File: src/hw/rtl/rvmt_pkg.sv
// Shared types and constants for the row/vector by 4x4 matrix transform.
// Holds element format, pipeline widths, register codes and reset values.
// No dependencies.
package rvmt_pkg;

    // element format
    localparam int ELEMENT_WIDTH = 16;
    localparam int FRACTION_BITS = 8;
    localparam int FIELD_WIDTH   = 16;   // width of a port field / register lane
    localparam int LANES         = 4;    // columns, one lane each
    localparam int TERMS         = 4;    // products per dot product

    // configuration port
    localparam int CFG_WIDTH   = TERMS * FIELD_WIDTH;
    localparam int CFG_INDEX_W = 2;

    // arithmetic widths
    localparam int PROD_W = 2 * ELEMENT_WIDTH;
    localparam int SUM_W  = PROD_W + $clog2(TERMS);
    localparam int RND_W  = SUM_W + 1;

    localparam logic signed [RND_W-1:0] ROUND_HALF =
        (RND_W'(1) << FRACTION_BITS) >> 1;
    localparam logic signed [RND_W-1:0] SAT_MAX =
        RND_W'((64'd1 << (ELEMENT_WIDTH - 1)) - 64'd1);
    localparam logic signed [RND_W-1:0] SAT_MIN = -SAT_MAX - RND_W'(1);

    // pipeline depth up to the merge input
    localparam int LANE_DEPTH = 3;

    typedef enum logic [CFG_INDEX_W-1:0] {
        REG_RIGHT_ROW_0 = 2'd0,
        REG_RIGHT_ROW_1 = 2'd1,
        REG_RIGHT_ROW_2 = 2'd2,
        REG_RIGHT_ROW_3 = 2'd3
    } cfg_reg_e;

    typedef logic signed [ELEMENT_WIDTH-1:0] elem_t;
    typedef logic signed [FIELD_WIDTH-1:0]   field_t;
    typedef logic [CFG_WIDTH-1:0]            row_t;

    typedef struct packed {
        elem_t value;
        logic  clip;
    } lane_result_t;

    // identity row k: 1.0 in lane k
    function automatic row_t identity_row(input int k);
        row_t r;
        r = row_t'(64'd1 << FRACTION_BITS) << (FIELD_WIDTH * k);
        return r;
    endfunction

endpackage

File: src/hw/rtl/rvmt_lane.sv
// One column lane: four multiplies, sum, round to nearest and saturate.
// Three register stages. Depends on rvmt_pkg.
module rvmt_lane
(
    input  logic                  clk,
    input  rvmt_pkg::elem_t       left [rvmt_pkg::TERMS],
    input  rvmt_pkg::elem_t       col  [rvmt_pkg::TERMS],
    output rvmt_pkg::lane_result_t result
);

    logic signed [rvmt_pkg::PROD_W-1:0] prod_reg [rvmt_pkg::TERMS];
    logic signed [rvmt_pkg::SUM_W-1:0]  sum_reg;
    logic signed [rvmt_pkg::SUM_W-1:0]  sum_next;
    logic signed [rvmt_pkg::RND_W-1:0]  rnd;
    logic signed [rvmt_pkg::RND_W-1:0]  shifted;
    rvmt_pkg::lane_result_t             result_reg;
    rvmt_pkg::lane_result_t             result_next;

    always_ff @(posedge clk)
    begin
        for (int k = 0; k < rvmt_pkg::TERMS; k++)
        begin
            prod_reg[k] <= left[k] * col[k];
        end
        sum_reg    <= sum_next;
        result_reg <= result_next;
    end

    // exact sum of the products
    always_comb
    begin
        sum_next = '0;
        for (int k = 0; k < rvmt_pkg::TERMS; k++)
        begin
            sum_next = sum_next + rvmt_pkg::SUM_W'(prod_reg[k]);
        end
    end

    // round half up, then clamp to the element range
    always_comb
    begin
        rnd     = rvmt_pkg::RND_W'(sum_reg) + rvmt_pkg::ROUND_HALF;
        shifted = rnd >>> rvmt_pkg::FRACTION_BITS;
        if (shifted > rvmt_pkg::SAT_MAX)
        begin
            result_next.value = rvmt_pkg::elem_t'(rvmt_pkg::SAT_MAX);
            result_next.clip  = 1'b1;
        end
        else if (shifted < rvmt_pkg::SAT_MIN)
        begin
            result_next.value = rvmt_pkg::elem_t'(rvmt_pkg::SAT_MIN);
            result_next.clip  = 1'b1;
        end
        else
        begin
            result_next.value = shifted[rvmt_pkg::ELEMENT_WIDTH-1:0];
            result_next.clip  = 1'b0;
        end
    end

    assign result = result_reg;

endmodule

File: config.mk
export PLATFORM = sky130hd
export DESIGN_NAME = rvmt_lane
export DESIGN_NICKNAME = d
export VERILOG_FILES = /design/src/hw/rtl/rvmt_pkg.sv /design/src/hw/rtl/rvmt_lane.sv
export SDC_FILE = /design/constraint.sdc
export NUM_CORES = 2
export LEC_CHECK = 0
export BUFFER_PORTS_ARGS = -buffer_cell sky130_fd_sc_hd__buf_2
export CAP_MARGIN = 20
export CORE_AREA = 4 4 336 239
export DETAILED_ROUTE_END_ITERATION = 10
export DIE_AREA = 0 0 340 243
export PLACE_DENSITY = 0.83
export SLEW_MARGIN = 20
export SYNTH_ARGS = -nofsm -noshare
export SYNTH_HDL_FRONTEND = slang
export SYNTH_SLANG_ARGS = --single-unit
File: constraint.sdc
create_clock -name clk -period 7.2 [get_ports clk]
set_input_delay 0.72 -clock clk [delete_from_list [all_inputs] [get_ports clk]]
set_output_delay 0.72 -clock clk [all_outputs]
set_load 0.01 [all_outputs]
==> flow_summary_export.csv <==
group,metric,value,unit
timing,timing.final.crit_share,0.935,
drt,num_vias,32400,
yosys,synthFlopType,"dfxtp_1",
timing,layout_min_cycle_time,6.73,ns
setup_path,reg2reg_from,"prod_reg[1][4]",
timing,rsz0062_at_grt,"false",
floorplan,start_util,0.598,
setup_path,critPathKind,"primary input to flip-flop",
yosys,syn_area,45800,um^2
timing,finalSetupViolations,0,
global_route,antenna_found_initial,3,
floorplan,fp.coreArea,76700,um^2
setup_path,worstPathRequired,7.58,ns
setup_path,r2r_cells,13,
clocking,clock_latency,0.45,ns
clocking,cts_tree,"done",
yosys,ys_types,78,
drt,wl,108000,um
setup_path,crit_buf_inv,6,
outcome,status,"complete, no violations",
min_path,hold-path-cell-count,2,
global_route,grt_pass1_wl,181000,um
yosys,synth_edf_count,0,
setup_path,arrival,7.11,ns
placement,gp_congestion,0.970,
setup_path,cp_slowest_cell,"a2111oi_0",
floorplan,fp.dieH,243,um
yosys,synth_warnings,0,
clocking,postCtsSetupRepairBufs,0,
timing,max-slew-margin-rel,0.435,
floorplan,pin_count,146,
cells_and_area,largest_register_ffs,128,
global_route,grt_max_degree,17,
clocking,cts.sinks,172,
timing,slew_violations,0,
clocking,htreeDepth,4,
timing,holdWs,0.574,ns
global_route,grt_overflow,0,
timing,finalHoldViolations,0,
yosys,seq_area_frac_synth,0.0751,
setup_path,cp_max_fo,16,
yosys,avgSynthCellArea,9.48,um^2
global_route,grtUsageTotal,0.274,
setup_path,crit_family,"adder cells",
floorplan,die-area,82600,um^2
global_route,grt_pass1_vias,35600,
clocking,clk_pin_slew,0.07,ns
yosys,synth_seq_cells,172,
cells_and_area,layout-drive-gt1-share,0.0500,
drt,wl_per_cell,18.1,um
drt,drc,0,
drt,drt-pass1-iter-count,6,
timing,setup_tns,0,ns
run,cap_viol_max_count,0,
drt,vias_per_cell,5.44,
setup_path,critPathLaunchType,"primary input",
setup_path,r2r_end,"sum_reg[32]",
drt,ant_nets,0,
setup_path,path_common_cell,"fa_1",
clocking,cts_root_buf,"clkbuf_16",
setup_path,slowest_delay,0.61,ns
min_path,min_from,"sum_reg[15]",
setup_path,regToRegSetupSlack,2.94,ns
clocking,cts_inserted_buffers,17,
setup_path,path_cells,"buf_2 -> nand2_1 -> fa_1 -> inv_1 -> fa_1 -> inv_1 -> fa_1 -> inv_1 -> fa_1 -> fa_1 -> inv_1 -> fa_1 -> inv_1 -> ha_1 -> a21o_1 -> a21o_1 -> a21oi_1 -> o21ai_0 -> a221o_1 -> a21o_1 -> a2111oi_0 -> o21ai_0 -> a21oi_1 -> xnor2_1",
floorplan,num_rows,85,
timing,fmaxAchievable,0.149,GHz
placement,dp.final_hpwl,91500,um
yosys,netlist_instances,4835,
yosys,synthesis.nets,6436,
min_path,worstHoldEndpoint,"result[8]",
clocking,cts_resized,0,
cells_and_area,final_nets,6489,
clocking,hold_buffers,0,
cells_and_area,area_growth,5.04,%
cells_and_area,final_common_cell,"inv_1",
floorplan,die_x,340,um
drt,drt-initial-drc-count,2199,
placement,portBuffers,145,
yosys,async_flop_share,0,
timing,clock-skew-final,0.00988,ns
timing,tightest_slew,0.848,ns
min_path,hold_class,"flip-flop to flip-flop",
cells_and_area,most-common-layout-cells,"inv_1, fa_1, nand2_1",
setup_path,endpoint_kind,"flip-flop",
clocking,cts_buffer_depth,2,
[per-stage QoR]
stage | utilization | worst slack, ns | cells | area [um^2]
floorplan | - | 0.627 | 4835 | 45800
global placement | 0.620 | 0.330 | 5913 | 47600
detailed placement | 0.620 | 0.119 | 5913 | 47600
CTS | 0.628 | 0.585 | 5944 | 48100
global route | 0.628 | 0.122 | 5947 | 48200
finish | 0.628 | 0.470 | 5948 | 48200
[logic make-up after synthesis]
group	share of synthesized area
flip-flops	0.0751
AO/OA/AOI/OAI	0.0556
adder cells (fa/ha/maj)	0.584
multiplexers	0.00123
AND/OR/NAND/NOR	0.143
XOR/XNOR	0.0327
buffers and inverters	0.108
[worst max-delay path by stage]
| stage | start | end | slack [ns] | cells after the start |
|---|---|---|---|---|
| CTS | left[23] | prod_reg[2][31] | 0.58 | 24 |
| global route | col[17] | prod_reg[2][31] | 0.12 | 22 |
| global placement | col[33] | prod_reg[1][30] | 0.33 | 22 |
| floorplan | left[15] | prod_reg[3][31] | 0.63 | 23 |
| finish | left[22] | prod_reg[2][31] | 0.47 | 24 |
| detailed placement | left[23] | prod_reg[2][31] | 0.12 | 24 |
[synthesized netlist by cell type (3+ instances only)]
| master | number | area (um^2) |
|---|---|---|
| or3_1 | 4 | 25.0 |
| mux2i_1 | 3 | 30.0 |
| nand4_1 | 11 | 68.8 |
| buf_6 | 3 | 33.8 |
| fa_1 | 1112 | 22300 |
| o2111ai_1 | 5 | 43.8 |
| o31ai_1 | 4 | 30.0 |
| clkbuf_1 | 136 | 510 |
| nor3_1 | 30 | 150 |
| a21oi_2 | 4 | 35.0 |
| or2_2 | 7 | 43.8 |
| a21o_1 | 51 | 383 |
| o21ai_0 | 68 | 340 |
| nor4_1 | 4 | 25.0 |
| nand3b_1 | 5 | 37.5 |
| and3_1 | 15 | 93.8 |
| o21ai_2 | 10 | 87.6 |
| a2111oi_0 | 4 | 35.0 |
| o21a_1 | 27 | 203 |
| a211oi_1 | 10 | 75.1 |
| xnor2_1 | 124 | 1090 |
| nand2_1 | 524 | 1970 |
| o21ai_1 | 8 | 40.0 |
| xor2_1 | 47 | 412 |
| ha_1 | 360 | 4500 |
| a221oi_1 | 4 | 35.0 |
| a21boi_0 | 3 | 22.5 |
| a31oi_1 | 10 | 62.6 |
| o211ai_1 | 8 | 60.1 |
| nand2b_1 | 26 | 163 |
| nand3_1 | 31 | 155 |
| a41oi_1 | 3 | 26.3 |
| o21bai_1 | 25 | 188 |
| inv_1 | 1172 | 4400 |
| nor2_1 | 131 | 492 |
| nor2b_1 | 6 | 37.5 |
| and2_1 | 506 | 3170 |
| buf_2 | 3 | 15.0 |
| a21oi_1 | 112 | 561 |
| dfxtp_1 | 172 | 3440 |
[worst register-to-register path: stages, from the launching register on]
cell and delay [ns]:
dfxtp_1 0.34, fa_1 0.57, fa_1 0.43, ha_1 0.28, o21ai_0 0.07, a221oi_1 0.57
a211oi_1 0.20, a211oi_2 0.49, a221oi_1 0.23, a211oi_1 0.45, o21ai_1 0.16, nand2_1 0.11
a21oi_1 0.09, xnor2_1 0.14
[per-layer routing]
metal	vias up	GRT usage	share of wire
met1	16400	0.376	0.41
met4	0	0.0739	0.028
met2	1339	0.437	0.47
met5	-	0	0
li1	14400	-	-
met3	211	0.0711	0.098
[final cells by class]
| type | count | area, um^2 |
|---|---|---|
| diodes | 4 | 10.0 |
| clock buffers | 17 | 425 |
| clock inverters | 14 | 159 |
| fillers | 6090 | 28500 |
| inverters | 1172 | 4400 |
| multi-input cells | 3348 | 37400 |
| flip-flops and latches | 172 | 3440 |
| well taps | 1044 | 1310 |
| repair buffers | 177 | 966 |
Power is not shown: default switching activity piles up to over one toggle a cycle in this logic, so the estimate is an artifact.
