[src/hw/rtl/rvmt_pkg.sv]
// Shared types and constants for the row/vector by 4x4 matrix transform.
// Holds element format, pipeline widths, register codes and reset values.
// No dependencies.
package rvmt_pkg;

    // element format
    localparam int ELEMENT_WIDTH = 16;
    localparam int FRACTION_BITS = 8;
    localparam int FIELD_WIDTH   = 16;   // width of a port field / register lane
    localparam int LANES         = 4;    // columns, one lane each
    localparam int TERMS         = 4;    // products per dot product

    // configuration port
    localparam int CFG_WIDTH   = TERMS * FIELD_WIDTH;
    localparam int CFG_INDEX_W = 2;

    // arithmetic widths
    localparam int PROD_W = 2 * ELEMENT_WIDTH;
    localparam int SUM_W  = PROD_W + $clog2(TERMS);
    localparam int RND_W  = SUM_W + 1;

    localparam logic signed [RND_W-1:0] ROUND_HALF =
        (RND_W'(1) << FRACTION_BITS) >> 1;
    localparam logic signed [RND_W-1:0] SAT_MAX =
        RND_W'((64'd1 << (ELEMENT_WIDTH - 1)) - 64'd1);
    localparam logic signed [RND_W-1:0] SAT_MIN = -SAT_MAX - RND_W'(1);

    // pipeline depth up to the merge input
    localparam int LANE_DEPTH = 3;

    typedef enum logic [CFG_INDEX_W-1:0] {
        REG_RIGHT_ROW_0 = 2'd0,
        REG_RIGHT_ROW_1 = 2'd1,
        REG_RIGHT_ROW_2 = 2'd2,
        REG_RIGHT_ROW_3 = 2'd3
    } cfg_reg_e;

    typedef logic signed [ELEMENT_WIDTH-1:0] elem_t;
    typedef logic signed [FIELD_WIDTH-1:0]   field_t;
    typedef logic [CFG_WIDTH-1:0]            row_t;

    typedef struct packed {
        elem_t value;
        logic  clip;
    } lane_result_t;

    // identity row k: 1.0 in lane k
    function automatic row_t identity_row(input int k);
        row_t r;
        r = row_t'(64'd1 << FRACTION_BITS) << (FIELD_WIDTH * k);
        return r;
    endfunction

endpackage

[src/hw/rtl/rvmt_merge.sv]
// Merge stage: gathers the lane results, ORs the clip flags, drives outputs.
// Depends on rvmt_pkg.
module rvmt_merge
(
    input  logic                   clk,
    input  logic                   rst_n,
    input  logic                   valid,
    input  rvmt_pkg::lane_result_t lane_res [rvmt_pkg::LANES],
    output rvmt_pkg::field_t       product  [rvmt_pkg::LANES],
    output logic                   clipped,
    output logic                   done
);

    rvmt_pkg::field_t product_reg [rvmt_pkg::LANES];
    logic             clipped_reg;
    logic             clipped_next;
    logic             done_reg;

    always_comb
    begin
        clipped_next = 1'b0;
        for (int j = 0; j < rvmt_pkg::LANES; j++)
        begin
            clipped_next = clipped_next | lane_res[j].clip;
        end
    end

    always_ff @(posedge clk or negedge rst_n)
    begin
        if (!rst_n)
        begin
            done_reg <= 1'b0;
        end
        else
        begin
            done_reg <= valid;
        end
    end

    // payload, no reset
    always_ff @(posedge clk)
    begin
        for (int j = 0; j < rvmt_pkg::LANES; j++)
        begin
            product_reg[j] <= rvmt_pkg::FIELD_WIDTH'(lane_res[j].value);
        end
        clipped_reg <= clipped_next;
    end

    assign product = product_reg;
    assign clipped = clipped_reg;
    assign done    = done_reg;

endmodule
[config.mk]
export PLATFORM = sky130hd
export DESIGN_NAME = rvmt_merge
export DESIGN_NICKNAME = d
export VERILOG_FILES = /design/src/hw/rtl/rvmt_pkg.sv /design/src/hw/rtl/rvmt_merge.sv
export SDC_FILE = /design/constraint.sdc
export NUM_CORES = 1
export LEC_CHECK = 0
export ABC_AREA = 1
export BUFFER_PORTS_ARGS = -buffer_cell sky130_fd_sc_hd__buf_2
export CORE_AREA = 2 2 67 69
export DETAILED_ROUTE_END_ITERATION = 16
export DIE_AREA = 0 0 69 71
export GPL_ROUTABILITY_DRIVEN = 1
export HOLD_SLACK_MARGIN = 0.03
export PLACE_DENSITY_LB_ADDON = 0.2
export SYNTH_ARGS = -nofsm -noshare
export SYNTH_HDL_FRONTEND = slang
export SYNTH_SLANG_ARGS = --single-unit
[constraint.sdc]
create_clock -name clk -period 0.8 [get_ports clk]
set_clock_uncertainty 0.2 [all_clocks]
set_input_delay 0.12 -clock clk [delete_from_list [all_inputs] [get_ports clk]]
set_output_delay 0.12 -clock clk [all_outputs]
set_load 0.02 [all_outputs]
==> results of run 1 <==
## worst paths after layout
check / depth (start not counted) / endpoint / from / slack, ns
setup / recovery: 1 / done / done$_DFF_PN0_ / -0.35
hold / removal: 3 / clipped$_DFF_P_ / lane_res[51] / -0.20
max in group asynchronous: 2 / done$_DFF_PN0_ / rst_n / 0.41
min in group asynchronous: 2 / done$_DFF_PN0_ / rst_n / -0.09
## report_power, final
| group | internal (mW) | leakage (nW) | switching (mW) | total, mW |
|---|---|---|---|---|
| clock network | 1.83 | 0.109 | 1.20 | 3.03 |
| logic | 0.645 | 0.955 | 0.392 | 1.04 |
| registers | 3.50 | 0.560 | 0.0841 | 3.58 |
| total | 5.97 | 1.62 | 1.67 | 7.65 |
## layout by cell type, fill, tap and decap left out, drive strengths merged
cell type	instances
dlygate4sd3	66
nand2	1
clkinvlp	1
dfxtp	65
nor2	2
bufinv	2
dfrtp	1
clkbuf	11
buf	136
clkinv	2
## per-layer routing
| layer | up-vias | global-route usage | wire, um |
|---|---|---|---|
| met3 | 8 | 0.0826 | 434 |
| met2 | 86 | 0.413 | 2780 |
| met1 | 623 | 0.185 | 1550 |
| met4 | 0 | 0.0980 | 69 |
| li1 | 638 | - | - |
| met5 | - | 0 | 0 |
## final cells by class
| cell class | instances | area, um^2 | share of cell area |
|---|---|---|---|
| repair buffers | 202 | 1750 | 0.507 |
| multi-input cells | 3 | 11.3 | 0.00326 |
| clock inverters | 5 | 77.6 | 0.0224 |
| well taps | 52 | 65.1 | 0.0188 |
| flip-flops and latches | 66 | 1410 | 0.407 |
| clock buffers | 11 | 141 | 0.0409 |
## repair_timing
action | 4_1_cts | 5_1_grt
resized for setup | 197 | 0
setup buffers | 0 | 0
endpoints found under the setup margin | 66 | 66
endpoints found under the hold margin | 67 | 2
## cells by family (layout without fill, tap and decap cells)
logic type	count (synthesis)	count (layout)	synth area share
buffers and inverters	0	218	0
DFF	66	66	0.992
and+or+nand+nor	3	3	0.00842
==> impl_metrics.py, run 1 <==
metrics = {
    "outcome": {
        "status": "finished with violations",
        "violations": "hold timing, setup timing",
    },
    "global_route": {
        "grt_pass1_wl_um": 7600,
        "grt_util_all_layers": 0.210,
        "grt-ovfl-total": 0,
        "grt_max_degree": 12,
        "grt_pass1_vias": 1637,
        "antenna_found_initial": 0,
    },
    "finish": {
        "fin_area_um2": 3460,
        "fillers": 218,
        "final_util": 0.822,
        "largest_register_ffs": 64,
        "syn_to_final_growth_pct": 158,
        "diodes": 0,
        "nets": 353,
        "drive_gt1_frac": 0.753,
        "fin_cells": 339,
    },
    "power_and_ir_drop": {
        "total_power_mw": 7.65,
        "leakagePower_nw": 1.62,
        "powerDensity_nw_per_um2": 2210,
        "vdd_ir_drop_max_v": 0.00188,
    },
    "floorplanning": {
        "rows": 24,
        "die_x_um": 69,
        "die-height_um": 71,
        "start_util": 0.318,
        "pin_count": 137,
        "die_area_um2": 4900,
        "core_area_um2": 4200,
    },
    "placement": {
        "pre_cts_ws_ns": -0.0197,
        "portBuffers": 136,
        "gp_congestion": 0.677,
        "hpwl_um": 2370,
        "placed_cell_area_um2": 2080,
        "dp.cells": 257,
    },
    "yosys": {
        "synthArstFlopShare": 0.0152,
        "yosys.cell_count.top_type": "dfxtp_1",
        "syn_area_per_cell_um2": 19.4,
        "synth_nets": 140,
        "synth_common_cells": "dfxtp_1 (65), nor2_1 (2), dfrtp_1 (1), nand2_1 (1)",
        "syn-instance-count": 69,
        "synth_edf_count": 0,
        "synth_flop_cell": "dfxtp_1",
        "yosysSeqAreaShare": 0.992,
        "yosysTopAreaCellShare": 0.973,
        "yosysWarnings": 0,
        "yosys-top-cells-area": "dfxtp_1 (97%), dfrtp_1 (1.9%), nor2_1 (0.56%), nand2_1 (0.28%)",
        "synth_cell_types": 4,
        "synth_seq_cells": 66,
        "syn_area_um2": 1340,
        "yosysTopAreaCell": "dfxtp_1",
    },
    "critical_path": {
        "end_kind": "output port",
        "crit_path_top_delay_cell": "dfrtp_1",
        "cp_num_buf_inv": 1,
        "setup.worst_path.class": "register to output port",
        "max_stage_delay_ns": 0.38,
        "crit_chain": "buf_6",
        "path_delay_family": "flip-flops",
        "start_kind": "register",
        "cp_max_fo": 1,
        "critPathArrivalTime_ns": 0.83,
        "worstPathRequired_ns": 0.48,
    },
    "route": {
        "drtAntennaViolNets": 0,
        "route.vias.total": 1355,
        "wl_per_cell_um": 14.3,
        "drt_iter0_markers": 37,
        "wl_um": 4840,
        "drt_first_pass_iters": 3,
        "via_per_inst": 4.00,
        "drc": 0,
    },
    "sta": {
        "tns_ns": -18.91,
        "slew_headroom": 0.919,
        "finalMaxSlewViolations": 0,
        "finalWorstSetupSlack_ns": -0.353,
        "min_period_ns": 1.15,
        "holdWs_ns": -0.203,
        "tightest_slew_ns": 0.121,
        "hold_violations": 2,
        "setup_violations": 66,
        "timing.fmax_ghz": 0.867,
        "rsz0062_at_grt": "yes",
        "finalCritPeriodShare": 1.44,
    },
    "cts": {
        "cts_hold_buf": 66,
        "cts-htree-levels": 3,
        "clkTransAtPathRegs_ns": 0.07,
        "cts_made_buffers": 9,
        "cts_root_buf": "clkbuf_8",
        "cts_tree": "built",
        "cts_buffer_depth": 2,
        "cts.sinks": 66,
    },
    "flow_run": {
        "cap_violations": 0,
    },
    "min_path": {
        "hold_class": "input pin to register",
    },
}
Note: power is estimated with default switching activity, not from simulation.
==> inputs of run 2 (changes only) <==
- CTS_BUF_LIST: not set -> sky130_fd_sc_hd__clkbuf_8 sky130_fd_sc_hd__clkbuf_16
==> impl_metrics.py, run 2 (same netlist as run 1, synthesis figures left out) <==
metrics = {
    "outcome": {
        "violations": "hold timing, setup timing",
        "status": "finished with violations",
    },
    "critical_path": {
        "cp_max_fo": 1,
        "start_kind": "register",
        "crit_path_top_delay_cell": "dfrtp_1",
        "path_delay_family": "flip-flops",
        "setup.worst_path.class": "register to output port",
        "worstPathRequired_ns": 0.48,
        "max_stage_delay_ns": 0.38,
        "cp_num_buf_inv": 1,
        "cp.depth": 1,
        "crit_chain": "buf_6",
        "end_kind": "output port",
        "critPathArrivalTime_ns": 0.83,
    },
    "sta": {
        "hold_violations": 2,
        "min_period_ns": 1.15,
        "finalMaxSlewViolations": 0,
        "timing.fmax_ghz": 0.867,
        "slew_headroom": 0.917,
        "setup_violations": 66,
        "tns_ns": -18.91,
        "rsz0062_at_grt": "yes",
        "finalWorstSetupSlack_ns": -0.353,
        "finalCritPeriodShare": 1.44,
        "holdWs_ns": -0.203,
        "tightest_slew_ns": 0.124,
    },
    "min_path": {
        "hold_class": "input pin to register",
        "holdPathStages": 3,
    },
    "floorplanning": {
        "die-height_um": 71,
        "pin_count": 137,
        "die_x_um": 69,
        "start_util": 0.318,
        "die_area_um2": 4900,
        "rows": 24,
        "core_area_um2": 4200,
    },
    "cts": {
        "cts_root_buf": "clkbuf_8",
        "cts_hold_buf": 66,
        "cts.sinks": 66,
        "post_cts_buffers": 0,
        "clkTransAtPathRegs_ns": 0.07,
        "cts_buffer_depth": 2,
        "cts_made_buffers": 9,
        "cts_tree": "built",
        "cts-htree-levels": 3,
    },
    "route": {
        "wl_um": 4830,
        "drc": 0,
        "drt_first_pass_iters": 3,
        "via_per_inst": 4.00,
        "drt_iter0_markers": 44,
        "route.vias.total": 1355,
        "wl_per_cell_um": 14.2,
        "drtAntennaViolNets": 0,
    },
    "finish": {
        "largest_register_ffs": 64,
        "drive_gt1_frac": 0.753,
        "fillers": 218,
        "diodes": 0,
        "syn_to_final_growth_pct": 158,
        "multiInputGateArea_um2": 11.3,
        "final_util": 0.822,
        "nets": 353,
        "final_common_cell": "buf_2",
        "seqCellArea_um2": 1410,
        "final_cell_mix": "buf_2 (70), dlygate4sd3_1 (66), buf_6 (66)",
    },
    "power_and_ir_drop": {
        "leakagePower_nw": 1.63,
        "powerDensity_nw_per_um2": 2210,
        "vdd_ir_drop_max_v": 0.00188,
        "total_power_mw": 7.63,
    },
    "global_route": {
        "grt_util_all_layers": 0.210,
        "grt_max_degree": 12,
        "grt_pass1_wl_um": 7600,
        "grt-ovfl-total": 0,
        "antenna_found_initial": 0,
        "grt_pass1_vias": 1637,
    },
    "placement": {
        "hpwl_um": 2370,
        "gp_congestion": 0.677,
        "pre_cts_ws_ns": -0.0197,
        "portBuffers": 136,
    },
    "flow_run": {
        "cap_violations": 0,
    },
}
[run 2: changes by cell type in the layout (fill, tap and decap cells not counted)]
cell      change
clkbuf_1      -1
inv_1         +1
[run 2: metrics by stage]
| step | instance area (um^2) | std cells |
|---|---|---|
| CTS | 3460 | 339 |
| detailed placement | 2080 | 257 |
| finish | 3460 | 339 |
| global route | 3460 | 339 |
| floorplan | 1340 | 69 |
| global placement | 2080 | 257 |
[run 2: where the power goes]
| part | switching, mW | total (mW) | internal (mW) |
|---|---|---|---|
| Sequential | 0.0841 | 3.58 | 3.50 |
| Combinational | 0.392 | 1.04 | 0.645 |
| Clock | 1.20 | 3.01 | 1.82 |
[run 2: path summary, 6_finish.rpt]
check	start	slack, ns	to
setup / recovery	done$_DFF_PN0_	-0.35	done
hold / removal	lane_res[51]	-0.20	clipped$_DFF_P_
max in group asynchronous	rst_n	0.41	done$_DFF_PN0_
min in group asynchronous	rst_n	-0.09	done$_DFF_PN0_
[run 2: timing repair]
action / in CTS / in global routing
endpoints found under the setup margin: 66 / 66
gates resized for setup: 197 / 0
endpoints found under the hold margin: 67 / 2
[run 2: area by class of cell]
type	count	area share
Clock buffer	10	0.0398
Timing Repair Buffer	202	0.507
Sequential cell	66	0.407
Multi-Input combinational cell	3	0.00326
Tap cell	52	0.0188
Clock inverter	6	0.0235
[run 2: layer usage]
metal	GRT usage	part of all wire	vias to the layer above
met4	0.0980	0.014	0
met2	0.413	0.58	86
met1	0.185	0.32	623
li1	-	-	638
met3	0.0826	0.090	8
met5	0	0	-
==> inputs of run 3 (changes only) <==
--- a/config.mk
+++ b/config.mk
@@ -13,4 +13,5 @@
 export DIE_AREA = 0 0 69 71
 export GPL_ROUTABILITY_DRIVEN = 1
+export GPL_TIMING_DRIVEN = 0
 export HOLD_SLACK_MARGIN = 0.03
 export PLACE_DENSITY_LB_ADDON = 0.2
==> constraint.sdc (replaced) <==
create_clock -name clk -period 0.8 [get_ports clk]
set_clock_uncertainty 0.2 [all_clocks]
set_input_delay 0.24 -clock clk [delete_from_list [all_inputs] [get_ports clk]]
set_output_delay 0.24 -clock clk [all_outputs]
set_load 0.02 [all_outputs]
==> impl_metrics.py, run 3 (same netlist as run 1, synthesis figures left out) <==
metrics = {
    "outcome": {
        "status": "finished with violations",
        "violations": "hold timing, setup timing",
    },
    "critical_path": {
        "crit_path_end": "done",
        "crit_chain": "buf_6",
        "max_stage_delay_ns": 0.38,
        "cp_max_fo": 1,
        "critPathArrivalTime_ns": 0.83,
        "worstPathRequired_ns": 0.36,
        "crit_start": "done$_DFF_PN0_",
        "cp.depth": 1,
        "end_kind": "output port",
        "cp_num_buf_inv": 1,
        "start_kind": "register",
        "crit_path_top_delay_cell": "dfrtp_1",
        "path_delay_family": "flip-flops",
        "setup.worst_path.class": "register to output port",
    },
    "floorplanning": {
        "die_area_um2": 4900,
        "pin_count": 137,
        "die-height_um": 71,
        "die_x_um": 69,
        "start_util": 0.318,
        "rows": 24,
        "core_area_um2": 4200,
    },
    "placement": {
        "portBuffers": 136,
        "gp_congestion": 0.635,
        "pre_cts_ws_ns": -0.125,
        "placed_cell_area_um2": 2160,
        "hpwl_um": 2280,
    },
    "finish": {
        "fillers": 312,
        "final_cell_mix": "buf_2 (70), buf_6 (66), dfxtp_2 (65)",
        "seqCellArea_um2": 1410,
        "largest_register_ffs": 64,
        "nets": 288,
        "drive_gt1_frac": 0.977,
        "syn_to_final_growth_pct": 110,
        "final_common_cell": "buf_2",
        "multiInputGateArea_um2": 11.3,
        "diodes": 0,
        "fin_area_um2": 2810,
    },
    "sta": {
        "setup_violations": 66,
        "tns_ns": -26.35,
        "rsz0062_at_grt": "yes",
        "holdWs_ns": -0.189,
        "hold_violations": 66,
        "tightest_slew_ns": 0.0976,
        "finalMaxSlewViolations": 0,
        "finalWorstSetupSlack_ns": -0.467,
        "timing.fmax_ghz": 0.789,
        "min_period_ns": 1.27,
        "finalCritPeriodShare": 1.58,
        "slew_headroom": 0.935,
    },
    "global_route": {
        "grt_pass1_vias": 1084,
        "grt_pass1_wl_um": 4700,
        "grt_max_degree": 13,
        "grt-ovfl-total": 0,
        "grt_util_all_layers": 0.130,
        "antenna_found_initial": 0,
    },
    "power_and_ir_drop": {
        "switchingPower_mw": 1.60,
        "seqPwrFrac": 0.491,
        "leakagePower_nw": 1.35,
        "combPwrFrac": 0.105,
        "clock_power_share": 0.404,
        "powerDensity_nw_per_um2": 2590,
        "swShare": 0.220,
        "intPower_mw": 5.68,
        "vdd_ir_drop_max_v": 0.00179,
    },
    "cts": {
        "cts_hold_buf": 1,
        "cts_tree": "built",
        "clkTransAtPathRegs_ns": 0.07,
        "cts-htree-levels": 3,
        "cts_root_buf": "clkbuf_8",
        "cts.sinks": 66,
        "cts_made_buffers": 9,
        "cts_buffer_depth": 2,
    },
    "route": {
        "drt_iter0_markers": 16,
        "wl_um": 3170,
        "wl_per_cell_um": 11.6,
        "drtAntennaViolNets": 0,
        "drc": 0,
        "via_per_inst": 3.78,
        "route.vias.total": 1036,
        "drt_first_pass_iters": 4,
    },
    "flow_run": {
        "cap_violations": 0,
    },
    "min_path": {
        "hold_class": "input pin to register",
    },
}
==> run 3: changes by cell type in the layout (fill, tap and decap cells not counted) <==
cell	delta
inv_1	-1
clkbuf_8	-1
clkinv_4	+1
clkinvlp_4	+1
dlygate4sd3_1	-65
==> run 3: metal layers <==
metal  vias to the layer above  share of wire  global-route usage  routed length [um]
met5                         -              0                   0                   0
met4                         0          0.027               0.105                  86
met3                        10           0.11              0.0741                 355
met2                        76           0.54               0.213                1710
met1                       444           0.32               0.117                1010
li1                        506              -                   -                   -
==> run 3: through the flow <==
step | power [mW] | utilization | instances
after floorplan | 3.85 | - | 69
after global placement | 4.16 | 0.515 | 257
after detailed placement | 4.17 | 0.515 | 257
after CTS | 7.38 | 0.667 | 274
after global routing | 7.57 | 0.667 | 274
final | 7.28 | 0.667 | 274
==> run 3: what timing repair did <==
item                       CTS  global route
hold endpoints to repair    67            67
setup endpoints to repair   66            66
setup buffers                0             0
resized for setup          132             0
==> run 3: worst min-delay path by stage <==
stage	slack (ns)	end	start	depth (start not counted)
global placement	-0.18	done$_DFF_PN0_	rst_n	1
detailed placement	-0.18	done$_DFF_PN0_	rst_n	1
floorplan	-0.26	done$_DFF_PN0_	rst_n	0
global route	-0.22	product[38]$_DFF_P_	lane_res[41]	1
finish	-0.19	product[31]$_DFF_P_	lane_res[33]	1
CTS	-0.21	product[30]$_DFF_P_	lane_res[32]	1
==> run 3: final cells by class <==
type | count | share of cell area
flip-flops and latches | 66 | 0.502
clock inverters | 7 | 0.0335
multi-input cells | 3 | 0.00401
repair buffers | 137 | 0.393
well taps | 52 | 0.0232
clock buffers | 9 | 0.0442
==> run 3: power by group through the flow <==
stage	Combinational (mW)	Sequential, mW	Clock [mW]
final	0.765	3.57	2.94
after detailed placement	0.565	3.60	0
after CTS	0.771	3.57	3.03
after floorplan	0.00271	3.85	0
after global routing	0.800	3.59	3.19
after global placement	0.559	3.60	0
